`config.mk`:
```
export PLATFORM = sky130hd
export DESIGN_NAME = keypad_code_lock_top
export DESIGN_NICKNAME = d
export VERILOG_FILES = /design/src/rtl/kcl_pkg.sv /design/src/rtl/kcl_store.sv /design/src/rtl/kcl_step.sv /design/src/rtl/keypad_code_lock_top.sv
export SDC_FILE = /design/constraint.sdc
export NUM_CORES = 1
export LEC_CHECK = 0
export BUFFER_PORTS_ARGS = -buffer_cell sky130_fd_sc_hd__buf_2
export CAP_MARGIN = 20
export CORE_ASPECT_RATIO = 0.9
export CORE_MARGIN = 2
export CORE_UTILIZATION = 30
export DETAILED_ROUTE_END_ITERATION = 6
export SYNTH_ARGS = -nofsm -noshare
export SYNTH_HDL_FRONTEND = slang
export SYNTH_SLANG_ARGS = --single-unit
```
`constraint.sdc`:
```
create_clock -name clk -period 5.8 [get_ports clk]
set_input_delay 1.16 -clock clk [delete_from_list [all_inputs] [get_ports clk]]
set_output_delay 1.16 -clock clk [all_outputs]
set_load 0.02 [all_outputs]
```
`src/rtl/kcl_pkg.sv`:
```
// Package for the keypad code lock: outcome codes and the tone-to-digit mapping.
// No dependencies; imported by every module of the block.
package kcl_pkg;

    // Tone decoder code that stands for the digit zero.
    localparam logic [3:0] TONE_ZERO = 4'd10;

    // Outcome of one keypad transaction.
    typedef enum logic [2:0] {
        OUT_STORED   = 3'd0,
        OUT_MATCHED  = 3'd1,
        OUT_ERROR    = 3'd2,
        OUT_UNLOCKED = 3'd3,
        OUT_FULL     = 3'd4
    } outcome_t;

    // Map the tone code to a digit; only code ten is translated.
    function automatic logic [3:0] map_digit(input logic [3:0] tone);
        logic [3:0] result;
        begin
            result = (tone == TONE_ZERO) ? 4'd0 : tone;
            return result;
        end
    endfunction

endpackage

```
`src/rtl/kcl_store.sv`:
```
// Code store of the keypad code lock: one write port and one registered read port.
// A write to the address being read is forwarded to the read register. Uses kcl_pkg.
module kcl_store
    import kcl_pkg::*;
#(
    parameter int DEPTH = 32,
    parameter int AW    = 5
)
(
    input  logic          clk,
    input  logic          wr_en,
    input  logic [AW-1:0] wr_addr,
    input  logic [3:0]    wr_data,
    input  logic          rd_en,
    input  logic [AW-1:0] rd_addr,
    output logic [3:0]    rd_data
);

    logic [3:0] mem [DEPTH];
    logic [3:0] rd_data_reg;

    // Write port.
    always_ff @(posedge clk)
    begin
        if (wr_en)
        begin
            mem[wr_addr] <= wr_data;
        end
    end

    // Registered read port with write forwarding.
    always_ff @(posedge clk)
    begin
        if (rd_en)
        begin
            if (wr_en && (wr_addr == rd_addr))
            begin
                rd_data_reg <= wr_data;
            end
            else
            begin
                rd_data_reg <= mem[rd_addr];
            end
        end
    end

    assign rd_data = rd_data_reg;

endmodule

```
`src/rtl/kcl_step.sv`:
```
// Step logic of the keypad code lock: works out the outcome and the next counters
// for one digit from the current state and the prefetched expected digit. Uses kcl_pkg.
module kcl_step
    import kcl_pkg::*;
#(
    parameter int MAX_DIGITS = 32,
    parameter int CW         = 6,
    parameter int AW         = 5
)
(
    input  logic [3:0]    digit,
    input  logic          program_held,
    input  logic          was_programming,
    input  logic [CW-1:0] code_length,
    input  logic [CW-1:0] match_position,
    input  logic [3:0]    expected,
    output outcome_t      outcome,
    output logic [CW-1:0] length_next,
    output logic [CW-1:0] position_next,
    output logic          wr_en,
    output logic [AW-1:0] wr_addr
);

    logic [CW-1:0] length_base;
    logic [CW-1:0] position_base;
    logic [CW-1:0] position_inc;

    // Counters as seen after the start of programming clears them.
    assign length_base   = was_programming ? code_length : '0;
    assign position_base = was_programming ? match_position : '0;
    assign position_inc  = match_position + 1'b1;
    assign wr_addr       = length_base[AW-1:0];

    // Programming appends the digit unless full; else it is checked against the code.
    always_comb
    begin
        outcome       = OUT_ERROR;
        length_next   = code_length;
        position_next = '0;
        wr_en         = 1'b0;
        if (program_held)
        begin
            position_next = position_base;
            if (length_base < CW'(MAX_DIGITS))
            begin
                wr_en       = 1'b1;
                length_next = length_base + 1'b1;
                outcome     = OUT_STORED;
            end
            else
            begin
                length_next = length_base;
                outcome     = OUT_FULL;
            end
        end
        else if ((code_length == '0) || (match_position >= code_length))
        begin
            outcome = OUT_ERROR;
        end
        else if (expected == digit)
        begin
            if (position_inc == code_length)
            begin
                outcome = OUT_UNLOCKED;
            end
            else
            begin
                position_next = position_inc;
                outcome       = OUT_MATCHED;
            end
        end
        else
        begin
            outcome = OUT_ERROR;
        end
    end

endmodule

```
`src/rtl/keypad_code_lock_top.sv`:
```
// Keypad code lock top level. It takes one keypad transaction per clock cycle while
// key_stall is low, and delivers each result through an input register and a result
// register. The store digit expected at the current match position is read ahead into
// a register as each transaction advances, so that each compare needs no memory
// access. Depends on kcl_pkg, kcl_store and kcl_step.
module keypad_code_lock_top
    import kcl_pkg::*;
#(
    parameter int MAX_DIGITS = 32
)
(
    input  logic       clk,
    input  logic       rst_n,
    input  logic       key_valid,
    output logic       key_stall,
    input  logic [3:0] tone_code,
    input  logic       program_held,
    output logic       res_valid,
    input  logic       res_stall,
    output logic [3:0] digit_value,
    output logic [2:0] outcome,
    output logic [5:0] stored_length,
    output logic [5:0] match_count
);

    localparam int CW = $clog2(MAX_DIGITS + 1);
    localparam int AW = (MAX_DIGITS > 1) ? $clog2(MAX_DIGITS) : 1;

    logic          s1_valid_reg;
    logic          s1_valid_next;
    logic [3:0]    s1_digit_reg;
    logic          s1_prog_reg;
    logic          res_valid_reg;
    logic          res_valid_next;
    logic [3:0]    res_digit_reg;
    outcome_t      res_outcome_reg;
    logic [CW-1:0] res_length_reg;
    logic [CW-1:0] res_position_reg;
    logic [CW-1:0] code_length_reg;
    logic [CW-1:0] match_position_reg;
    logic          was_programming_reg;
    logic          key_accept;
    logic          advance;
    logic [3:0]    expected;
    outcome_t      step_outcome;
    logic [CW-1:0] length_next;
    logic [CW-1:0] position_next;
    logic          wr_en;
    logic [AW-1:0] wr_addr;

    // Handshake: the input register advances whenever the result register is free.
    assign advance    = s1_valid_reg && (!res_valid_reg || !res_stall);
    assign key_stall  = s1_valid_reg && !advance;
    assign key_accept = key_valid && !key_stall;

    assign s1_valid_next  = key_accept || (s1_valid_reg && !advance);
    assign res_valid_next = advance || (res_valid_reg && res_stall);

    // Control and state registers.
    always_ff @(posedge clk or negedge rst_n)
    begin
        if (!rst_n)
        begin
            s1_valid_reg        <= 1'b0;
            res_valid_reg       <= 1'b0;
            code_length_reg     <= '0;
            match_position_reg  <= '0;
            was_programming_reg <= 1'b0;
        end
        else
        begin
            s1_valid_reg  <= s1_valid_next;
            res_valid_reg <= res_valid_next;
            if (advance)
            begin
                code_length_reg     <= length_next;
                match_position_reg  <= position_next;
                was_programming_reg <= s1_prog_reg;
            end
        end
    end

    // Input payload register.
    always_ff @(posedge clk)
    begin
        if (key_accept)
        begin
            s1_digit_reg <= map_digit(tone_code);
            s1_prog_reg  <= program_held;
        end
    end

    // Result payload register.
    always_ff @(posedge clk)
    begin
        if (advance)
        begin
            res_digit_reg    <= s1_digit_reg;
            res_outcome_reg  <= step_outcome;
            res_length_reg   <= length_next;
            res_position_reg <= position_next;
        end
    end

    // Step logic for the transaction held in the input register.
    kcl_step #(
        .MAX_DIGITS (MAX_DIGITS),
        .CW         (CW),
        .AW         (AW)
    ) u_step (
        .digit           (s1_digit_reg),
        .program_held    (s1_prog_reg),
        .was_programming (was_programming_reg),
        .code_length     (code_length_reg),
        .match_position  (match_position_reg),
        .expected        (expected),
        .outcome         (step_outcome),
        .length_next     (length_next),
        .position_next   (position_next),
        .wr_en           (wr_en),
        .wr_addr         (wr_addr)
    );

    // Code store; the read fetches the digit at the next match position.
    kcl_store #(
        .DEPTH (MAX_DIGITS),
        .AW    (AW)
    ) u_store (
        .clk     (clk),
        .wr_en   (wr_en && advance),
        .wr_addr (wr_addr),
        .wr_data (s1_digit_reg),
        .rd_en   (advance),
        .rd_addr (position_next[AW-1:0]),
        .rd_data (expected)
    );

    // Outputs, with counts masked to the port width.
    assign res_valid     = res_valid_reg;
    assign digit_value   = res_digit_reg;
    assign outcome       = res_outcome_reg;
    assign stored_length = 6'(res_length_reg);
    assign match_count   = 6'(res_position_reg);

endmodule

```
==> impl_metrics.json, run 1 <==
{
  "status": "completed",
  "syn-cell-area_um2": 7920,
  "drt_iter0_markers": 686,
  "synth_top_flop_cell": "edfxtp_1",
  "row_count": 56,
  "synth_edf_count": 156,
  "core_area_um2": 26000,
  "regMostFlops": "u_store.mem",
  "ioPinCount": 30,
  "grt_pass1_vias": 5165,
  "yosysSeqAreaShare_pct": 63.9,
  "die_area_um2": 27700,
  "report.final.hold_viol_count": 0,
  "p_leak_nw": 2.97,
  "clock_skew_ns": 0.0110,
  "largest_reg_flops": 128,
  "place.gp.congestion": 0.918,
  "drv_cap": 0,
  "wl_per_cell_um": 20.0,
  "setup_viol": 0,
  "ir_drop_v": 0.000179,
  "ys_async_sr_fraction_pct": 8.77,
  "clk_path_buf_depth": 2,
  "synth_common_cells": "edfxtp_1, nand2_1, nor2_1, nand3_1, clkbuf_1",
  "clkTransAtPathRegs_ns": 0.07,
  "ys_ff_latch": 171,
  "p_seq_share_pct": 48.8,
  "fmax_mhz": 218,
  "wl_um": 20700,
  "nets": 693,
  "critPathRequiredTime_ns": 5.99,
  "place_hpwl_um": 13300,
  "fp.dieH_um": 158,
  "drive_gt1_share_pct": 14.1,
  "grt_usage_pct": 15.5,
  "power_density_nw_per_um2": 327,
  "path_class": "reg2reg",
  "ys_top_cells_by_area": "edfxtp_1, dfrtp_1, nand2_1, nand3_1, nor2_1",
  "p_int_mw": 2.09,
  "dr.pass1.iters": 6,
  "yosysMostFrequentCell": "edfxtp_1",
  "initial_core_util_pct": 30.5,
  "io_buffers": 29,
  "clk_latency_ns": 0.44,
  "cts_sinks": 171,
  "hp-class": "reg2reg",
  "end_kind": "flop",
  "synth_cells": 655,
  "ant_nets": 0,
  "p_total_mw": 2.94,
  "chipWidth_um": 175,
  "tritoncts": "done",
  "cp-start-kind": "flop",
  "pwr-share-comb_pct": 14.3,
  "worst_pin_slew_ns": 1.01,
  "cts_buffers": 17,
  "switching_power_mw": 0.848,
  "yosysUniqueCellTypes": 58,
  "post-cts-setup-buffers": 0,
  "drt-vias-per-instance": 5.35,
  "yosys_warnings": 0,
  "syn_avg_cell_area_um2": 12.1,
  "fin_tns_setup_ns": 0,
  "period_minus_slack_ns": 4.59,
  "grt_first_pass_wirelength_um": 32000,
  "relSlewSlack_pct": 33.0,
  "synth_area_leader_cell": "edfxtp_1",
  "clkPwrFrac_pct": 36.9,
  "cts.htree.levels": 4,
  "antenna_found_initial": 0,
  "grt-ovfl-total": 0,
  "synth_top_area_share_pct": 59.1,
  "hold_buffers": 0,
  "rsz0062_at_grt": "false",
  "drc_errors": 0,
  "critPathArrivalTime_ns": 4.79,
  "cp_max_fo": 46,
  "post-route-period-util_pct": 79.2,
  "grt_max_degree": 47,
  "cts_resized": 0,
  "drv_slew": 0,
  "area_growth_pct": 13.4,
  "root_buffer": "clkbuf_16",
  "synthesis.nets": 675,
  "diodes": 0,
  "vias": 5529,
  "p_sw_share_pct": 28.8
}
==> critical path, stage by stage, from the launching register on <==
cell and delay [ns]:
dfrtp_1 0.45, ha_1 0.31, buf_4 0.23, xor2_1 0.17, nor2_1 0.18, o311ai_1 0.21, or4_1 0.75, a31oi_2 0.38
inv_2 0.43, mux2i_1 0.33, o22ai_1 0.11, nor4_1 0.35, a22oi_1 0.11, mux2_2 0.28
==> metal layers <==
metal | GRT usage (%) | vias up | share of wire, %
li1 | - | 2532 | -
met3 | 3.58 | 48 | 6.7
met4 | 5.99 | 0 | 3.1
met1 | 22.4 | 2734 | 47
met2 | 22.3 | 215 | 44
met5 | 0 | - | 0
==> cell type report <==
class | instances | area (um2)
fill | 2518 | 17000
sequential | 171 | 5060
multi-input combinational | 421 | 2610
tap | 348 | 435
clock buffer | 17 | 425
timing repair buffer | 44 | 258
clock inverter | 15 | 133
inverter | 18 | 67.6
==> cell families (layout without fill, tap and decap cells) <==
| kind of cell | count (synthesis) | after routing | synth area share [%] |
|---|---|---|---|
| AOI/OAI and AO/OA | 133 | 133 | 11.9 |
| xor gates and xnor gates | 17 | 17 | 1.88 |
| adders and majority gates | 11 | 11 | 1.74 |
| buffers and inverters | 63 | 94 | 3.21 |
| DFF | 171 | 171 | 63.9 |
| muxes | 27 | 27 | 3.57 |
| and+or+nand+nor | 233 | 233 | 13.9 |
==> power by group through the flow <==
stage / Combinational (mW) / Sequential [mW] / Clock, mW
2_1_floorplan: 0.276 / 1.46 / 0
3_3_place_gp: 0.410 / 1.46 / 0
3_5_place_dp: 0.412 / 1.46 / 0
4_1_cts: 0.413 / 1.44 / 1.10
5_1_grt: 0.454 / 1.44 / 1.15
6_report: 0.420 / 1.44 / 1.08
==> cell usage in the layout (no fill, tap or decap), types with 17 or more instances in the layout <==
master and count:
a21oi_1 24, a31oi_1 19, buf_2 29, clkbuf_16 17
edfxtp_1 156, mux2i_1 17, nand2_1 86, nand3_1 43
nand4_1 21, nor2_1 46, o21ai_0 22
==> per-stage QoR <==
step	setup slack, ns	std cells	hold slack [ns]	utilization, %	cell area, um2
floorplan	2.10	655	0.457	-	7920
global placement	1.46	1002	0.466	32.4	8430
detailed placement	1.30	1002	0.487	32.4	8430
CTS	1.28	1034	0.492	34.6	8990
global route	1.00	1034	0.530	34.6	8990
finish	1.21	1034	0.492	34.6	8990
==> final timing paths <==
kind / startpoint / end / slack [ns] / cells after the start
min in group asynchronous: rst_n / res_valid$_DFF_PN0_ / 0.64 / 1
setup reg to reg: match_position_reg[0]$_DFFE_PN0P_ / u_store.rd_data[2]$_DFFE_PP_ / 1.21 / 13
hold reg to reg: s1_valid_reg$_DFF_PN0_ / res_valid$_DFF_PN0_ / 0.49 / 1
max in group asynchronous: rst_n / match_position_reg[5]$_DFFE_PN0P_ / 4.86 / 1
setup / recovery: match_position_reg[0]$_DFFE_PN0P_ / u_store.rd_data[2]$_DFFE_PP_ / 1.21 / 13
hold / removal: s1_valid_reg$_DFF_PN0_ / res_valid$_DFF_PN0_ / 0.49 / 1
No activity file was read; power rests on OpenSTA's default activity.
==> inputs of run 2 (changes only) <==
clock period = 3.7 ns   (was 5.8 ns; I/O delays follow)
==> run 2 against run 1 <==
Effect of this change: worst setup slack got worse by 1.1 ns; via count rose by 2.6%; die area did not move; global-route usage fell by 0.17 points; cell count rose by 5.3%; final area rose by 5.5%; sequential share of layout area fell by 2.9 points.
==> impl_metrics.json, run 2 (same netlist as run 1, synthesis figures left out) <==
{
  "status": "completed",
  "clock_skew_ns": 0.00863,
  "io_buffers": 29,
  "power_density_nw_per_um2": 491,
  "grt_usage_pct": 15.3,
  "fmax_mhz": 280,
  "design_area_um2": 9480,
  "place.gp.congestion": 0.875,
  "ioPinCount": 30,
  "mostFrequentLayoutCells": "edfxtp_1, nand2_1, buf_4, nor2_1, nand3_1",
  "dpl_cell_area_um2": 8870,
  "report.final.hold_viol_count": 0,
  "relSlewSlack_pct": 58.6,
  "cts_buffers": 17,
  "hold_buffers": 0,
  "end_kind": "flop",
  "wl_um": 20700,
  "final_core_util_pct": 36.5,
  "drc_errors": 0,
  "p_leak_nw": 3.24,
  "diodes": 0,
  "largest_reg_flops": 128,
  "critPathArrivalTime_ns": 3.75,
  "grt_pass1_vias": 5312,
  "drive_gt1_share_pct": 21.9,
  "ant_nets": 0,
  "hp-class": "in2async",
  "clkTransAtPathRegs_ns": 0.06,
  "antenna_found_initial": 0,
  "vias": 5670,
  "core_area_um2": 26000,
  "dr.pass1.iters": 5,
  "cts_sinks": 171,
  "clk_latency_ns": 0.43,
  "post-route-period-util_pct": 96.4,
  "clk_path_buf_depth": 2,
  "die_area_um2": 27700,
  "worst_pin_slew_ns": 0.619,
  "cp-start-kind": "flop",
  "ir_drop_v": 0.000256,
  "period_minus_slack_ns": 3.57,
  "tritoncts": "done",
  "nets": 749,
  "area_growth_pct": 19.6,
  "drt-vias-per-instance": 5.21,
  "setup_viol": 0,
  "critPathRequiredTime_ns": 3.88,
  "grt_first_pass_wirelength_um": 31500,
  "path_class": "reg2reg",
  "drv_cap": 0,
  "regMostFlops": "u_store.mem",
  "drt_iter0_markers": 691,
  "grt-ovfl-total": 0,
  "wl_per_cell_um": 19.0,
  "grt_max_degree": 35,
  "mostFrequentLayoutCell": "edfxtp_1",
  "drv_slew": 0,
  "fillers": 2476,
  "cp_max_fo": 27,
  "initial_core_util_pct": 30.5,
  "root_buffer": "clkbuf_16",
  "fp.dieH_um": 158,
  "place_hpwl_um": 13900,
  "chipWidth_um": 175,
  "cts.htree.levels": 4,
  "row_count": 56
}
==> run 2: timing repair <==
item / 4_1_cts / 5_1_grt
buffers inserted: 1 / 0
resized for setup: 4 / 15
endpoints found under the hold margin: 0 / 0
pin swaps: 1 / 4
endpoints found under the setup margin: 4 / 4
==> run 2: final cells by class <==
cell class	count	area [um2]	share of cell area (%)
flip-flops and latches	171	5060	53.4
multi-input cells	421	2670	28.1
repair buffers	100	711	7.50
clock buffers	21	440	4.65
well taps	348	435	4.59
clock inverters	10	95.1	1.00
inverters	18	67.6	0.713
==> run 2: through the flow <==
step | instances | power [mW] | hold WS (ns) | TNS [ns] | setup WS (ns)
floorplan | 655 | 2.72 | 0.444 | 0 | 0.0793
global placement | 1057 | 3.01 | 0.469 | 0 | 0.0420
detailed placement | 1057 | 3.01 | 0.484 | -0.0292 | -0.0183
CTS | 1089 | 4.64 | 0.238 | 0 | 0.0358
global route | 1089 | 4.81 | 0.245 | -0.000798 | -0.000798
finish | 1089 | 4.65 | 0.236 | 0 | 0.134
==> run 2: path summary, 6_finish.rpt <==
kind                                              startpoint                                end  slack (ns)  depth (start not counted)
max                        match_position_reg[0]$_DFFE_PN0P_       u_store.rd_data[0]$_DFFE_PP_        0.13                         15
min                                                    rst_n             s1_valid_reg$_DFF_PN0_        0.24                          1
max reg2reg                match_position_reg[0]$_DFFE_PN0P_       u_store.rd_data[0]$_DFFE_PP_        0.13                         15
min reg2reg                           s1_valid_reg$_DFF_PN0_                res_valid$_DFF_PN0_        0.49                          1
max in group asynchronous                              rst_n  match_position_reg[5]$_DFFE_PN0P_        3.16                          1
min in group clk                                program_held              s1_prog_reg$_DFFE_PP_        0.48                          1
==> run 2: power by group <==
| part | switching (mW) | internal (mW) | total (mW) | leakage (nW) |
|---|---|---|---|---|
| Clock | 0.722 | 0.921 | 1.64 | 0.247 |
| Sequential | 0.0319 | 2.19 | 2.22 | 1.62 |
| Combinational | 0.497 | 0.296 | 0.792 | 1.37 |
| Total | 1.25 | 3.40 | 4.65 | 3.24 |
==> run 2: layer usage <==
layer  wire, um  global-route usage [%]  vias to the layer above
met3       1540                    3.91                       33
met1       9480                    20.6                     2778
met2       9330                    24.1                      220
met4        374                    5.20                        0
li1           -                       -                     2639
met5          0                       0                        -
==> run 2: critical path, cell delays in order, from the launching register on <==
cell and delay [ns]:
dfrtp_1 0.38, buf_4 0.16, inv_1 0.05, ha_1 0.24
nor2_2 0.16, o311ai_2 0.13, buf_4 0.17, nor4_4 0.28
buf_6 0.28, nor3_1 0.12, o221ai_1 0.36, buf_4 0.20
a211oi_1 0.05, a21oi_1 0.28, a22oi_2 0.18, mux2_2 0.29
==> inputs of run 3 (changes only) <==
CTS_BUF_LIST = sky130_fd_sc_hd__clkbuf_2   (was default)
==> run 3 against run 2 <==
Effect of this change: combinational power up 0.9%; maximum frequency down 0.93%; die area did not move; sequential share of layout area is 1.7 points higher; worst hold slack got worse by 0.054 ns; final area shrank 3.2%; non-clock buffer count up 1; clock power decreased by 47%; critical path type unchanged; largest power group unchanged.
==> impl_metrics.json, run 3 (same netlist as run 1, synthesis figures left out) <==
{
  "status": "completed",
  "fmax_mhz": 278,
  "cp_max_fo": 14,
  "final_core_util_pct": 35.3,
  "whs_ns": 0.182,
  "grt-ovfl-total": 0,
  "relSlewSlack_pct": 58.7,
  "p_seq_share_pct": 56.9,
  "post-route-period-util_pct": 97.3,
  "clock_skew_ns": 0.0351,
  "vias": 5629,
  "end_kind": "flop",
  "cts.htree.levels": 4,
  "io_buffers": 29,
  "initial_core_util_pct": 30.5,
  "largest_reg_flops": 128,
  "clk_latency_ns": 0.73,
  "place_hpwl_um": 13900,
  "report.final.hold_viol_count": 0,
  "dr.pass1.iters": 7,
  "critPathArrivalTime_ns": 4.10,
  "ir_drop_v": 0.000180,
  "nets": 750,
  "antenna_found_initial": 1,
  "min-delay-start": "program_held",
  "clkPwrFrac_pct": 22.5,
  "drc_errors": 0,
  "switching_power_mw": 1.16,
  "cts_sinks": 171,
  "area_growth_pct": 15.8,
  "critPathRequiredTime_ns": 4.20,
  "grt_max_degree": 35,
  "root_buffer": "clkbuf_2",
  "chipWidth_um": 175,
  "die_area_um2": 27700,
  "clk_path_buf_depth": 2,
  "tritoncts": "done",
  "rr_worst_depth": 14,
  "fp.dieH_um": 158,
  "row_count": 56,
  "wl_um": 20700,
  "drt_iter0_markers": 625,
  "dpl_cell_area_um2": 8870,
  "power_density_nw_per_um2": 424,
  "grt_first_pass_wirelength_um": 31100,
  "drv_slew": 0,
  "pwr-share-comb_pct": 20.5,
  "hp-class": "in2reg",
  "p_leak_nw": 3.12,
  "design_area_um2": 9180,
  "holdPathEnd": "s1_prog_reg$_DFFE_PP_",
  "worst_pin_slew_ns": 0.618,
  "rr_startpoint": "match_position_reg[0]$_DFFE_PN0P_",
  "timing.rr.end": "u_store.rd_data[0]$_DFFE_PP_",
  "regMostFlops": "u_store.mem",
  "grt_usage_pct": 15.0,
  "period_minus_slack_ns": 3.60,
  "cp-start-kind": "flop",
  "grt_pass1_vias": 5287,
  "ioPinCount": 30,
  "path_class": "reg2reg",
  "p_int_mw": 2.73,
  "whs_path_depth": 1,
  "r2r_slack_ns": 0.10,
  "p_sw_share_pct": 29.8,
  "mostFrequentLayoutCells": "edfxtp_1, nand2_1, buf_4, nor2_1, nand3_1",
  "drv_cap": 0,
  "drive_gt1_share_pct": 22.9,
  "core_area_um2": 26000,
  "drt-vias-per-instance": 5.16,
  "wl_per_cell_um": 19.0,
  "mostFrequentLayoutCell": "edfxtp_1",
  "clkTransAtPathRegs_ns": 0.23,
  "ant_nets": 0,
  "cts_buffers": 17,
  "setup_viol": 0,
  "place.gp.congestion": 0.875
}
-- run 3: worst max-delay path, stage by stage (launching register included) --
cell     delay [ns]
dfrtp_1        0.44
buf_4          0.15
and3_2         0.25
xnor2_1        0.14
a31o_1         0.20
or4_4          0.56
a31oi_4        0.22
inv_2          0.08
buf_4          0.20
buf_4          0.17
nand2_1        0.07
a31oi_1        0.09
a21oi_1        0.33
a22oi_2        0.19
mux2_2         0.29
-- run 3: area by class of cell --
cell class / instances / area (um2)
antenna: 1 / 2.50
clock buffer: 21 / 105
clock inverter: 10 / 95.1
fill: 2528 / 16800
inverter: 18 / 67.6
multi-input combinational: 421 / 2690
sequential: 171 / 5060
tap: 348 / 435
timing repair buffer: 101 / 721
-- run 3: what timing repair did --
item                                    CTS  global route
endpoints found under the hold margin    15             0
pin swaps                                 1             7
endpoints found under the setup margin    4             4
hold buffers                              1             0
resized for setup                         4            19
setup buffers                             1             0
-- run 3: power by group through the flow --
stage	sequential (mW)	combinational, mW	clock, mW
after floorplan	2.29	0.433	0
after global routing	2.22	0.863	0.975
final	2.22	0.799	0.877
after detailed placement	2.26	0.749	0
after CTS	2.22	0.763	0.902
after global placement	2.26	0.752	0
-- run 3: worst max-delay path by stage --
stage          cells after the start                         startpoint                            to
2_1_floorplan                     13  match_position_reg[0]$_DFFE_PN0P_  u_store.rd_data[0]$_DFFE_PP_
3_3_place_gp                      13  match_position_reg[0]$_DFFE_PN0P_  u_store.rd_data[0]$_DFFE_PP_
3_5_place_dp                      12  match_position_reg[0]$_DFFE_PN0P_  u_store.rd_data[1]$_DFFE_PP_
4_1_cts                           15  match_position_reg[0]$_DFFE_PN0P_  u_store.rd_data[1]$_DFFE_PP_
5_1_grt                           13  match_position_reg[2]$_DFFE_PN0P_  u_store.rd_data[1]$_DFFE_PP_
6_report                          14  match_position_reg[0]$_DFFE_PN0P_  u_store.rd_data[0]$_DFFE_PP_
-- run 3: metal layers --
| metal | global-route usage [%] | up-vias | share of wire (%) |
|---|---|---|---|
| li1 | - | 2634 | - |
| met1 | 20.3 | 2755 | 46 |
| met2 | 23.8 | 226 | 46 |
| met3 | 4.35 | 14 | 7.1 |
| met4 | 3.77 | 0 | 0.97 |
| met5 | 0 | - | 0 |
-- run 3: metrics by stage --
stage | setup TNS (ns) | power (mW) | setup WS (ns) | instances
after floorplan | 0 | 2.72 | 0.0793 | 655
after global placement | 0 | 3.01 | 0.0420 | 1057
after detailed placement | -0.0292 | 3.01 | -0.0183 | 1057
after CTS | 0 | 3.88 | 0.0149 | 1090
after global routing | -0.00219 | 4.06 | -0.00219 | 1091
final | 0 | 3.89 | 0.100 | 1091
